===== config.mk =====
export PLATFORM = sky130hd
export DESIGN_NAME = sktlb_ctrl
export DESIGN_NICKNAME = d
export VERILOG_FILES = /design/src/hw/rtl/sktlb_pkg.sv /design/src/hw/rtl/sktlb_ctrl.sv
export SDC_FILE = /design/constraint.sdc
export NUM_CORES = 1
export LEC_CHECK = 0
export ABC_AREA = 1
export BUFFER_PORTS_ARGS = -buffer_cell sky130_fd_sc_hd__buf_2
export CAP_MARGIN = 20
export CELL_PAD_IN_SITES_DETAIL_PLACEMENT = 1
export CELL_PAD_IN_SITES_GLOBAL_PLACEMENT = 1
export CORE_AREA = 5 5 45 66
export CTS_CLUSTER_DIAMETER = 150
export DETAILED_ROUTE_END_ITERATION = 7
export DIE_AREA = 0 0 50 71
export PLACE_DENSITY = 0.84
export SETUP_SLACK_MARGIN = 0.05
export SLEW_MARGIN = 20
export SYNTH_ARGS = -nofsm -noshare
export SYNTH_HDL_FRONTEND = slang
export SYNTH_SLANG_ARGS = --single-unit

===== constraint.sdc =====
create_clock -name clock -period 1.38 [get_ports clock]
set_input_delay 0.069 -clock clock [delete_from_list [all_inputs] [get_ports clock]]
set_output_delay 0.069 -clock clock [all_outputs]
set_load 0.005 [all_outputs]

===== src/hw/rtl/sktlb_pkg.sv =====
`default_nettype none
package sktlb_pkg;
   localparam int MaxEntries = 1024;
   localparam int AddrW = $clog2(MaxEntries);
   localparam int CountW = AddrW + 1;
   localparam int KeyW = 32;
   localparam int IdxW = 10;
   localparam int EntryW = KeyW + IdxW;

   localparam logic [1:0] REQ_CLEAR = 2'd0;
   localparam logic [1:0] REQ_LOAD  = 2'd1;
   localparam logic [1:0] REQ_QUERY = 2'd2;

   localparam logic [1:0] ST_OK        = 2'd0;
   localparam logic [1:0] ST_SHORT_SIG = 2'd1;
   localparam logic [1:0] ST_FULL      = 2'd2;

   localparam logic [7:0] SigLenReset = 8'd4;
   localparam logic [7:0] SigLenMin   = 8'd4;

   typedef struct packed {
      logic [1:0] req_type;
      logic [7:0] sig_byte0;
      logic [7:0] sig_byte1;
      logic [7:0] sig_byte2;
      logic [7:0] sig_byte3;
      logic [31:0] target;
   } req_type_type;

   typedef struct packed {
      logic [1:0] status;
      logic [10:0] position;
      logic [9:0] entry_index;
      logic [10:0] distinct_count;
      logic [10:0] entry_count;
   } rsp_type;

   typedef enum logic [3:0] {
      S_IDLE, S_SRCH_RD, S_SRCH_WAIT, S_SRCH_CMP, S_EQ_RD, S_EQ_WAIT, S_EQ_CMP,
      S_SHIFT_RD, S_SHIFT_WAIT, S_SHIFT_WR, S_INSERT, S_IDX_RD, S_IDX_WAIT, S_DONE
   } state_type;

   // controller -> datapath
   typedef struct packed {
      logic capture;      // take the request item
      logic clear_tab;    // counts to zero
      logic srch_init;    // lo=0, hi=count
      logic srch_strict;  // compare > rather than >=
      logic srch_rd;      // read key at mid
      logic srch_step;    // narrow the range
      logic lb_save;      // keep lower bound result
      logic eq_rd;        // read key at lower bound
      logic eq_save;      // note key already present
      logic shift_init;   // ptr = count
      logic shift_rd;     // read entry at ptr-1
      logic shift_wr;     // write it at ptr, ptr--
      logic insert;       // write new entry, bump counts
      logic idx_rd;       // read entry at lower bound
      logic finish;       // build result
      logic [1:0] status;
   } cmd_type;

   // datapath -> controller
   typedef struct packed {
      logic [1:0] req_type;
      logic srch_done;
      logic lb_in_range;
      logic shift_done;
      logic full;
      logic short_sig;
   } stat_type;
endpackage
`default_nettype wire


===== src/hw/rtl/sktlb_ctrl.sv =====
`default_nettype none
module sktlb_ctrl (
   input  wire logic                 clock,
   input  wire logic                 reset,
   input  wire logic                 req_valid,
   output logic                      req_stall,
   output logic                      rsp_valid,
   input  wire logic                 rsp_stall,
   input  wire sktlb_pkg::stat_type  stat,
   output sktlb_pkg::cmd_type        cmd
);
   sktlb_pkg::state_type state_ff, state_in;
   logic strict_ff, strict_in;
   logic rsp_valid_ff, rsp_valid_in;

   // busy while an item is in flight; output register frees on take
   assign req_stall = (state_ff != sktlb_pkg::S_IDLE) || (rsp_valid_ff && rsp_stall);
   assign rsp_valid = rsp_valid_ff;

   always_ff @(posedge clock) begin
      if (reset) begin
         state_ff     <= sktlb_pkg::S_IDLE;
         strict_ff    <= 1'b0;
         rsp_valid_ff <= 1'b0;
      end else begin
         state_ff     <= state_in;
         strict_ff    <= strict_in;
         rsp_valid_ff <= rsp_valid_in;
      end
   end

   // next state
   always_comb begin
      state_in  = state_ff;
      strict_in = strict_ff;
      unique case (state_ff)
         sktlb_pkg::S_IDLE: begin
            if (req_valid && !req_stall) begin
               state_in  = sktlb_pkg::S_SRCH_RD;
               strict_in = 1'b0;
            end
         end
         sktlb_pkg::S_SRCH_RD: begin
            unique case (stat.req_type)
               sktlb_pkg::REQ_LOAD: begin
                  if (stat.short_sig || stat.full) state_in = sktlb_pkg::S_DONE;
                  else state_in = sktlb_pkg::S_SRCH_WAIT;
               end
               sktlb_pkg::REQ_QUERY: state_in = sktlb_pkg::S_SRCH_WAIT;
               default: state_in = sktlb_pkg::S_DONE;
            endcase
            if (stat.srch_done && state_in == sktlb_pkg::S_SRCH_WAIT) begin
               if (stat.req_type == sktlb_pkg::REQ_QUERY) state_in = sktlb_pkg::S_IDX_RD;
               else if (!strict_ff) state_in = sktlb_pkg::S_EQ_RD;
               else state_in = sktlb_pkg::S_SHIFT_RD;
            end
         end
         sktlb_pkg::S_SRCH_WAIT: state_in = sktlb_pkg::S_SRCH_CMP;
         sktlb_pkg::S_SRCH_CMP:  state_in = sktlb_pkg::S_SRCH_RD;
         sktlb_pkg::S_EQ_RD: begin
            if (stat.lb_in_range) state_in = sktlb_pkg::S_EQ_WAIT;
            else begin
               state_in  = sktlb_pkg::S_SRCH_RD;
               strict_in = 1'b1;
            end
         end
         sktlb_pkg::S_EQ_WAIT: state_in = sktlb_pkg::S_EQ_CMP;
         sktlb_pkg::S_EQ_CMP: begin
            state_in  = sktlb_pkg::S_SRCH_RD;
            strict_in = 1'b1;
         end
         sktlb_pkg::S_SHIFT_RD: begin
            if (stat.shift_done) state_in = sktlb_pkg::S_INSERT;
            else state_in = sktlb_pkg::S_SHIFT_WAIT;
         end
         sktlb_pkg::S_SHIFT_WAIT: state_in = sktlb_pkg::S_SHIFT_WR;
         sktlb_pkg::S_SHIFT_WR:   state_in = sktlb_pkg::S_SHIFT_RD;
         sktlb_pkg::S_INSERT:     state_in = sktlb_pkg::S_DONE;
         sktlb_pkg::S_IDX_RD: begin
            if (stat.lb_in_range) state_in = sktlb_pkg::S_IDX_WAIT;
            else state_in = sktlb_pkg::S_DONE;
         end
         sktlb_pkg::S_IDX_WAIT: state_in = sktlb_pkg::S_DONE;
         sktlb_pkg::S_DONE:     state_in = sktlb_pkg::S_IDLE;
         default:               state_in = sktlb_pkg::S_IDLE;
      endcase
   end

   // result register handshake
   always_comb begin
      rsp_valid_in = rsp_valid_ff && rsp_stall;
      if (state_ff == sktlb_pkg::S_DONE) rsp_valid_in = 1'b1;
   end

   // outputs
   always_comb begin
      cmd = '0;
      cmd.srch_strict = strict_ff;
      cmd.status = sktlb_pkg::ST_OK;
      unique case (state_ff)
         sktlb_pkg::S_IDLE: begin
            cmd.capture   = req_valid && !req_stall;
            cmd.srch_init = req_valid && !req_stall;
         end
         sktlb_pkg::S_SRCH_RD: begin
            cmd.srch_rd = 1'b1;
            if (stat.srch_done) begin
               cmd.lb_save    = !strict_ff;
               cmd.shift_init = strict_ff;
            end
            if (stat.req_type == sktlb_pkg::REQ_CLEAR) cmd.clear_tab = 1'b1;
         end
         sktlb_pkg::S_SRCH_CMP: cmd.srch_step = 1'b1;
         sktlb_pkg::S_EQ_RD: begin
            cmd.eq_rd = 1'b1;
            cmd.srch_init = !stat.lb_in_range;
         end
         sktlb_pkg::S_EQ_CMP: begin
            cmd.eq_save   = 1'b1;
            cmd.srch_init = 1'b1;
         end
         sktlb_pkg::S_SHIFT_RD:   cmd.shift_rd = 1'b1;
         // hold the read address so the data is still ptr-1 at the write
         sktlb_pkg::S_SHIFT_WAIT: cmd.shift_rd = 1'b1;
         sktlb_pkg::S_SHIFT_WR:   cmd.shift_wr = 1'b1;
         sktlb_pkg::S_INSERT:     cmd.insert = 1'b1;
         sktlb_pkg::S_IDX_RD:     cmd.idx_rd = 1'b1;
         sktlb_pkg::S_DONE: begin
            cmd.finish = 1'b1;
            if (stat.req_type == sktlb_pkg::REQ_LOAD) begin
               if (stat.short_sig) cmd.status = sktlb_pkg::ST_SHORT_SIG;
               else if (stat.full && !strict_ff) cmd.status = sktlb_pkg::ST_FULL;
            end
         end
         default: ;
      endcase
   end
endmodule
`default_nettype wire


==> run summary, run 1 <==
post-synthesis sequential area ratio: 19.4%
Critical Path Fanout Max: 4
fin area: 923 µm²
Fmax: 778 MHz
Pleak: 0.534 nW
asr flop ratio synth: 0%
most common cell in the netlist: nand2_1
vias in the first global route: 932
Setup crit end kind: output pin
latest clock arrival within the worst-skew pair: 0.24 ns
maximum VDD drop: 0.455 mV
CP startpoint kind: flop
syn nets: 126
Area contributors post-synth: dfxtp_1, nand2_1, inv_1, nand3_1, nor2_1
post-route ant nets: 0
Mapped Avg Cell Area: 5.57 µm²
antenna cells: 0
Yosys reg bits: 6
minimum clock period: 1.29 ns
DRC viols: 0
actual slew at the worst max-slew pin: 0.218 ns
die boundary width: 50 µm
drt pass-1 iters: 3
metal3 WL: 122 µm
total power: 1.45 mW
Clk pwr share: 10.9%
Row Count: 22
sequential fraction of design power: 24.1%
cts hold-fix bufs: 0
FILL cells: 337
nets: 164
Finished Layout Cells: 171
pre-CTS setup slack: 0.104 ns
full die area: 0.00355 mm²
Post-synth top cells: nand2_1, inv_1, nor2_1
Yosys top cell area share: 19.4%
Clk pin slew, worst setup/hold paths: 0.05 ns
Detail Placement HPWL: 1.95 mm
P_sw: 0.722 mW
met2 WL post-DR: 1.29 mm
clk_skew: 0.00357 ns
share of layout cells above drive strength 1: 43.5%
Num CTS Buffers: 3
Main synth FF type: dfxtp_1
routed wire length: 2.26 mm
P per Cell Area: 1580 mW/mm²
TritonCTS clock tree: done
period utilization: 93.2%
largest net degree at the start of global routing: 7
biggest area consumer among synthesized cells: dfxtp_1
initial antenna violation count: 0
die height: 71 µm
Critical Path AT: 1.22 ns
Post-DP Area: 786 µm²
Sink Count: 6
Final TNS setup: 0 ns
Max Cap Viol: 0
WHS: 0.0722 ns
Post-synth EDFFs: 0
# H-tree levels: 1
M1 WL: 761 µm
# port buffers: 29
GR Util All Layers: 13.4%
vias: 854
I/O pins: 30
Int Pwr: 0.732 mW
CTS max path bufs: 2
synthesis-to-layout area growth: 49.4%
vias per cell: 4.99
CTS root buf: clkbuf_4
core area: 0.00237 mm²
per-cell routed wire length: 13.2 µm
combinational share of power: 65.0%
GRT Residual Overflow: 0
placed cell count: 163
highest metal used: met4
GP Congestion: 0.867
worst hold path type: primary input to flop
final hold viol count: 0
final worst slack: 0.0939 ns
Cell variety after synth: 17
YS warnings: 0
final slew viol count: 0
Detailed Route Iter0 Violations: 3
Crit Path Category: flop to output pin
first-pass GRT wire length: 3.85 mm
cell area after synthesis: 618 µm²
relative max-transition margin: 85.3%
switching part of the total: 49.6%
Final setup viols: 0
Core Util, Final: 39.0%
Required @ worst endpoint: 1.31 ns
status: finished clean
RSZ-0062 raised after global routing: true
Initial Util: 26.1%
post-synthesis cell count: 111
==> worst paths after layout <==
path	start	end	cells past startpoint	slack (ns)
worst max-delay path	state_ff[1]	cmd[10]	6	0.09
worst min-delay path	reset	state_ff[2]	2	0.07
worst max register to register	state_ff[0]	state_ff[3]	8	0.16
worst min register to register	rsp_valid	rsp_valid	2	0.54
==> state kept, by name, indices dropped and copies added, names as in the netlist <==
register and count:
state_ff 4, rsp_valid 1, strict_ff 1
==> worst max-delay path, stage by stage (launching register included) <==
cell and delay (ns):
dfxtp_4 0.36, inv_4 0.08, nand2_4 0.08, nor2_4 0.13, inv_2 0.07, nor3_2 0.12, buf_2 0.14
==> cells in the final DEF, fill, tap and decap left out, types with 3 or more instances in the layout <==
| master | n |
|---|---|
| nor2_1 | 15 |
| buf_4 | 5 |
| o21ai_0 | 5 |
| nand2_1 | 23 |
| nand2_2 | 3 |
| inv_4 | 3 |
| nand3_1 | 13 |
| inv_1 | 14 |
| nor2_4 | 3 |
| inv_2 | 4 |
| clkbuf_4 | 3 |
| nand2_4 | 3 |
| a21oi_1 | 5 |
| nor3_2 | 4 |
| buf_2 | 29 |
| ha_1 | 4 |
| dfxtp_4 | 3 |
==> cell type report <==
cell class | count | area (µm²) | area share [%]
clock buffers | 3 | 22.5 | 2.44
inverters | 21 | 86.3 | 9.35
multi-input cells | 83 | 469 | 50.8
flip-flops and latches | 6 | 133 | 14.4
well taps | 24 | 30.0 | 3.25
repair buffers | 34 | 183 | 19.8
==> kinds of logic after synthesis <==
group,synth area share (%)
AND/OR/NAND/NOR,48.4
adder cells (fa/ha/maj),8.10
buffers and inverters,14.0
AO/OA/AOI/OAI,10.1
flip-flops,19.4
==> timing repair <==
item / in CTS / in global routing
pin swaps: 2 / 4
endpoints found under the setup margin: 7 / 7
setup buffers: 3 / 2
resized for setup: 13 / 16
==> power groups by stage <==
stage          logic, mW  registers, mW  clock network [mW]
2_1_floorplan      0.528          0.285                   0
3_3_place_gp       0.755          0.299                   0
3_5_place_dp       0.780          0.305                   0
4_1_cts            0.867          0.324               0.169
5_1_grt             1.06          0.359               0.174
6_report           0.945          0.351               0.158
==> routing by layer <==
layer  GRT usage [%]  vias to the layer above
met2            24.9                       33
li1                -                      422
met1            12.7                      391
met3            1.26                        8
met5               0                        -
met4            10.8                        0
Power figures use the tool's default switching activity.
==> inputs of run 2 (changes only) <==
- PLACE_DENSITY: 0.84 -> 0.74
==> run 2 against run 1 <==
Sequential share of layout area about the same. Via count down 5.7%. Sequential power down 8.5%. Non-clock buffer count down 3. First-iteration DRC count up 67%. Routed wire length down 7.0%. Global-route usage down 1.3 points. Power down 6.6%. Largest power group unchanged. Clock skew about the same. Fmax up 1.0%. Highest routed layer unchanged. Register-to-register slack better by 0.11 ns.
==> run summary, run 2 (synthesis results as in run 1) <==
Post-DP Area: 786 µm²
sequential fraction of design power: 23.6%
Max Cap Viol: 0
most common cell after layout, fill and taps aside: buf_2
CTS max path bufs: 2
Num CTS Buffers: 3
# H-tree levels: 1
clk_skew: 0.00373 ns
relative max-transition margin: 86.7%
Multi-input gate area: 457 µm²
vias: 805
full die area: 0.00355 mm²
combinational share of power: 64.8%
Detailed Route Iter0 Violations: 5
P_sw: 0.681 mW
Row Count: 22
I/O pins: 30
latest clock arrival within the worst-skew pair: 0.24 ns
switching part of the total: 50.1%
post-route ant nets: 0
Critical Path AT: 1.20 ns
GRT Residual Overflow: 0
Clk pwr share: 11.6%
drt pass-1 iters: 3
Critical Path Fanout Max: 4
FF/Latch Area: 125 µm²
Final TNS setup: 0 ns
RSZ-0062 raised after global routing: true
vias per cell: 4.79
final worst slack: 0.107 ns
initial antenna violation count: 0
status: finished clean
# port buffers: 29
core area: 0.00237 mm²
WHS: 0.0754 ns
actual slew at the worst max-slew pin: 0.199 ns
Initial Util: 26.1%
hold endpoint: state_ff[2]
largest net degree at the start of global routing: 7
FF-to-FF setup slack: 0.27 ns
Final setup viols: 0
synthesis-to-layout area growth: 41.3%
share of layout cells above drive strength 1: 38.2%
max reg flops: 4
CTS root buf: clkbuf_4
crit path launch: state_ff[1]
fin area: 873 µm²
P per Cell Area: 1560 mW/mm²
Core Util, Final: 36.9%
Clk pin slew, worst setup/hold paths: 0.04 ns
GR Util All Layers: 12.1%
GP Congestion: 0.825
first-pass GRT wire length: 3.55 mm
pre-CTS setup slack: 0.153 ns
minimum clock period: 1.27 ns
final slew viol count: 0
hold depth: 2
Pleak: 0.518 nW
maximum VDD drop: 0.418 mV
die boundary width: 50 µm
most frequent cells in the layout: buf_2, nand2_1, inv_1, nor2_1, nand3_1
antenna cells: 0
Int Pwr: 0.678 mW
R2R Path End: state_ff[2]
period utilization: 92.2%
HP Start: reset
TritonCTS clock tree: done
register with the most flip-flops: state_ff
FILL cells: 341
worst reg2reg path depth: 7
Setup crit end kind: output pin
R2R Path Start: state_ff[0]
cts hold-fix bufs: 0
worst hold path type: primary input to flop
Crit Path Category: flop to output pin
final hold viol count: 0
Sink Count: 6
CP startpoint kind: flop
vias in the first global route: 894
die height: 71 µm
Detail Placement HPWL: 1.88 mm
Fmax: 786 MHz
Required @ worst endpoint: 1.31 ns
nets: 161
per-cell routed wire length: 12.5 µm
DRC viols: 0
routed wire length: 2.11 mm
-- run 2: cell types whose count changed in the layout (fill, tap and decap cells not counted), moves of 2 or more --
cell     change
buf_4        -3
dfxtp_2      +3
dfxtp_4      -3
inv_1        +2
inv_4        -3
nand2_1      +2
nand2_2      -2
-- run 2: worst max-delay path, cell delays in order (launching register included) --
cell	delay, ns
dfxtp_2	0.33
inv_2	0.12
nand2_4	0.09
nor2_4	0.13
inv_2	0.05
nor3_1	0.11
buf_2	0.14
-- run 2: worst max path at each step --
stage	to	slack, ns
5_1_grt	cmd[7]	0.03
2_1_floorplan	strict_ff	0.32
3_5_place_dp	cmd[10]	0.15
4_1_cts	cmd[14]	0.06
6_report	cmd[1]	0.11
3_3_place_gp	cmd[0]	0.18
-- run 2: metal layers --
metal | global-route usage (%) | share of wire (%) | wire (µm)
met1 | 10.5 | 34 | 718
met2 | 25.5 | 59 | 1240
met3 | 1.26 | 5.5 | 115
met4 | 5.54 | 1.4 | 29
met5 | 0 | 0 | 0
-- run 2: area by class of cell --
type,count,area share (%)
multi-input cells,83,52.3
well taps,24,3.44
clock buffers,3,2.58
repair buffers,31,18.3
inverters,21,9.03
flip-flops and latches,6,14.3
-- run 2: what timing repair did --
item,in CTS,in global routing
pin swaps,1,1
endpoints found under the setup margin,7,8
buffers inserted,1,1
gates resized for setup,8,9
gates cloned,0,0
-- run 2: power groups by stage --
stage	clock network [mW]	logic, mW	registers (mW)
CTS	0.165	0.839	0.312
finish	0.157	0.880	0.321
detailed placement	0	0.783	0.304
global route	0.168	0.991	0.332
floorplan	0	0.528	0.285
global placement	0	0.771	0.300
-- run 2: per-stage QoR --
stage	cells	total power, mW
after detailed placement	163	1.09
after global routing	168	1.49
after floorplan	111	0.813
after global placement	163	1.07
final	168	1.36
after CTS	167	1.32
==> inputs of run 3 (changes only) <==
- GPL_TIMING_DRIVEN: default -> 0
==> run 3 against run 2 <==
Fmax shrank 1.9%. Critical path type unchanged. Clock power barely moved. First-iteration DRC count is 80% higher. Critical path depth is the same. Sequential share of layout area grew 0.16 points.
==> run summary, run 3 (synthesis results as in run 1) <==
final worst slack: 0.0824 ns
max reg flops: 4
status: finished clean
final hold viol count: 0
Max stage delay on crit path: 0.35 ns
CP max-delay cell: dfxtp_2
initial antenna violation count: 0
critical path's top delay family: simple AND/OR/NAND/NOR gates
actual slew at the worst max-slew pin: 0.204 ns
Row Count: 22
Max Cap Viol: 0
vias: 828
crit path launch: state_ff[1]
FILL cells: 337
# H-tree levels: 1
GRT Residual Overflow: 0
Required @ worst endpoint: 1.31 ns
Fmax: 771 MHz
FF/Latch Area: 130 µm²
Final TNS setup: 0 ns
clk_skew: 0.000868 ns
Core Util, Final: 37.9%
post-route ant nets: 0
antenna cells: 0
worst hold path type: primary input to flop
P per Cell Area: 1580 mW/mm²
full die area: 0.00355 mm²
Critical Path AT: 1.23 ns
per-cell routed wire length: 12.7 µm
maximum VDD drop: 0.567 mV
Multi-input gate area: 449 µm²
Critical Path Fanout Max: 4
hold endpoint: state_ff[1]
R2R Path Start: state_ff[0]
GR Util All Layers: 12.3%
vias in the first global route: 880
routed wire length: 2.18 mm
relative max-transition margin: 86.4%
nets: 164
Crit Path Category: flop to output pin
CP Cell Sequence: inv_4 > nand2_4 > nor2_4 > inv_2 > nor3_2 > buf_2
DRC viols: 0
vias per cell: 4.84
CP startpoint kind: flop
total power: 1.42 mW
HP Start: reset
hold depth: 2
largest net degree at the start of global routing: 7
most frequent cells in the layout: buf_2, nand2_1, inv_1, nor2_1, nand3_1
Buf/Inv on CP: 3
Detail Placement HPWL: 1.84 mm
CTS root buf: clkbuf_4
Detailed Route Iter0 Violations: 9
CTS max path bufs: 2
Num CTS Buffers: 3
die boundary width: 50 µm
# port buffers: 29
first-pass GRT wire length: 3.53 mm
Sink Count: 6
period utilization: 94.0%
R2R Path End: state_ff[3]
latest clock arrival within the worst-skew pair: 0.24 ns
worst reg2reg path depth: 7
final slew viol count: 0
I/O pins: 30
pre-CTS setup slack: 0.150 ns
Initial Util: 26.1%
share of layout cells above drive strength 1: 39.5%
register with the most flip-flops: state_ff
RSZ-0062 raised after global routing: true
most common cell after layout, fill and taps aside: buf_2
die height: 71 µm
Pleak: 0.530 nW
GP Congestion: 0.849
drt pass-1 iters: 4
Setup crit end kind: output pin
TritonCTS clock tree: done
core area: 0.00237 mm²
synthesis-to-layout area growth: 45.3%
FF-to-FF setup slack: 0.21 ns
Clk pin slew, worst setup/hold paths: 0.04 ns
Final setup viols: 0
minimum clock period: 1.30 ns
## run 3: cell count changes in the layout (fill, tap and decap cells not counted), sizes merged
cell	change
buf	+3
## run 3: how the worst max path moves through the flow
| stage | endpoint | slack, ns | cells after the start |
|---|---|---|---|
| after global placement | cmd[0] | 0.20 | 6 |
| after CTS | cmd[0] | 0.05 | 6 |
| after detailed placement | cmd[10] | 0.15 | 6 |
| after global routing | cmd[10] | -0.01 | 6 |
| after floorplan | strict_ff | 0.32 | 8 |
| final | cmd[10] | 0.08 | 6 |
## run 3: metrics by stage
stage	cells	cell area, µm²	hold slack [ns]
finish	171	898	0.0648
global route	171	898	0.0605
CTS	168	848	0.0643
detailed placement	164	793	0.325
global placement	164	793	0.319
floorplan	111	618	0.138
## run 3: metal layers
| layer | GRT usage, % | vias up | wire [µm] |
|---|---|---|---|
| li1 | - | 423 | - |
| met1 | 9.99 | 377 | 721 |
| met2 | 24.9 | 24 | 1310 |
| met3 | 1.68 | 4 | 106 |
| met4 | 8.45 | 0 | 37 |
| met5 | 0 | - | 0 |
## run 3: where the power goes
group	total (mW)	switching, mW	leakage (nW)	internal [mW]
Combinational	0.920	0.540	0.465	0.380
Clock	0.159	0.0608	0.0138	0.0982
Sequential	0.341	0.0929	0.0513	0.249
Total	1.42	0.693	0.530	0.727
## run 3: worst reg2reg max path: cells and delay by family, from the launching register on
family	cells	cell delay (ns)
compound gates	1	0.08
buf+inv	1	0.07
flops	1	0.38
simple gates	5	0.54
## run 3: repair_timing
action                     in CTS  in global routing
setup endpoints to repair       7                  9
gates resized for setup        10                 10
hold buffers                    0                  0
buffers inserted                1                  3
pin swaps                       1                  2
## run 3: layout make-up
type / count / area share, %
Tap cell: 24 / 3.34
Buffer: 1 / 0.836
Timing Repair Buffer: 33 / 19.5
Clock buffer: 3 / 2.51
Inverter: 21 / 9.33
Sequential cell: 6 / 14.5
Multi-Input combinational cell: 83 / 50.0
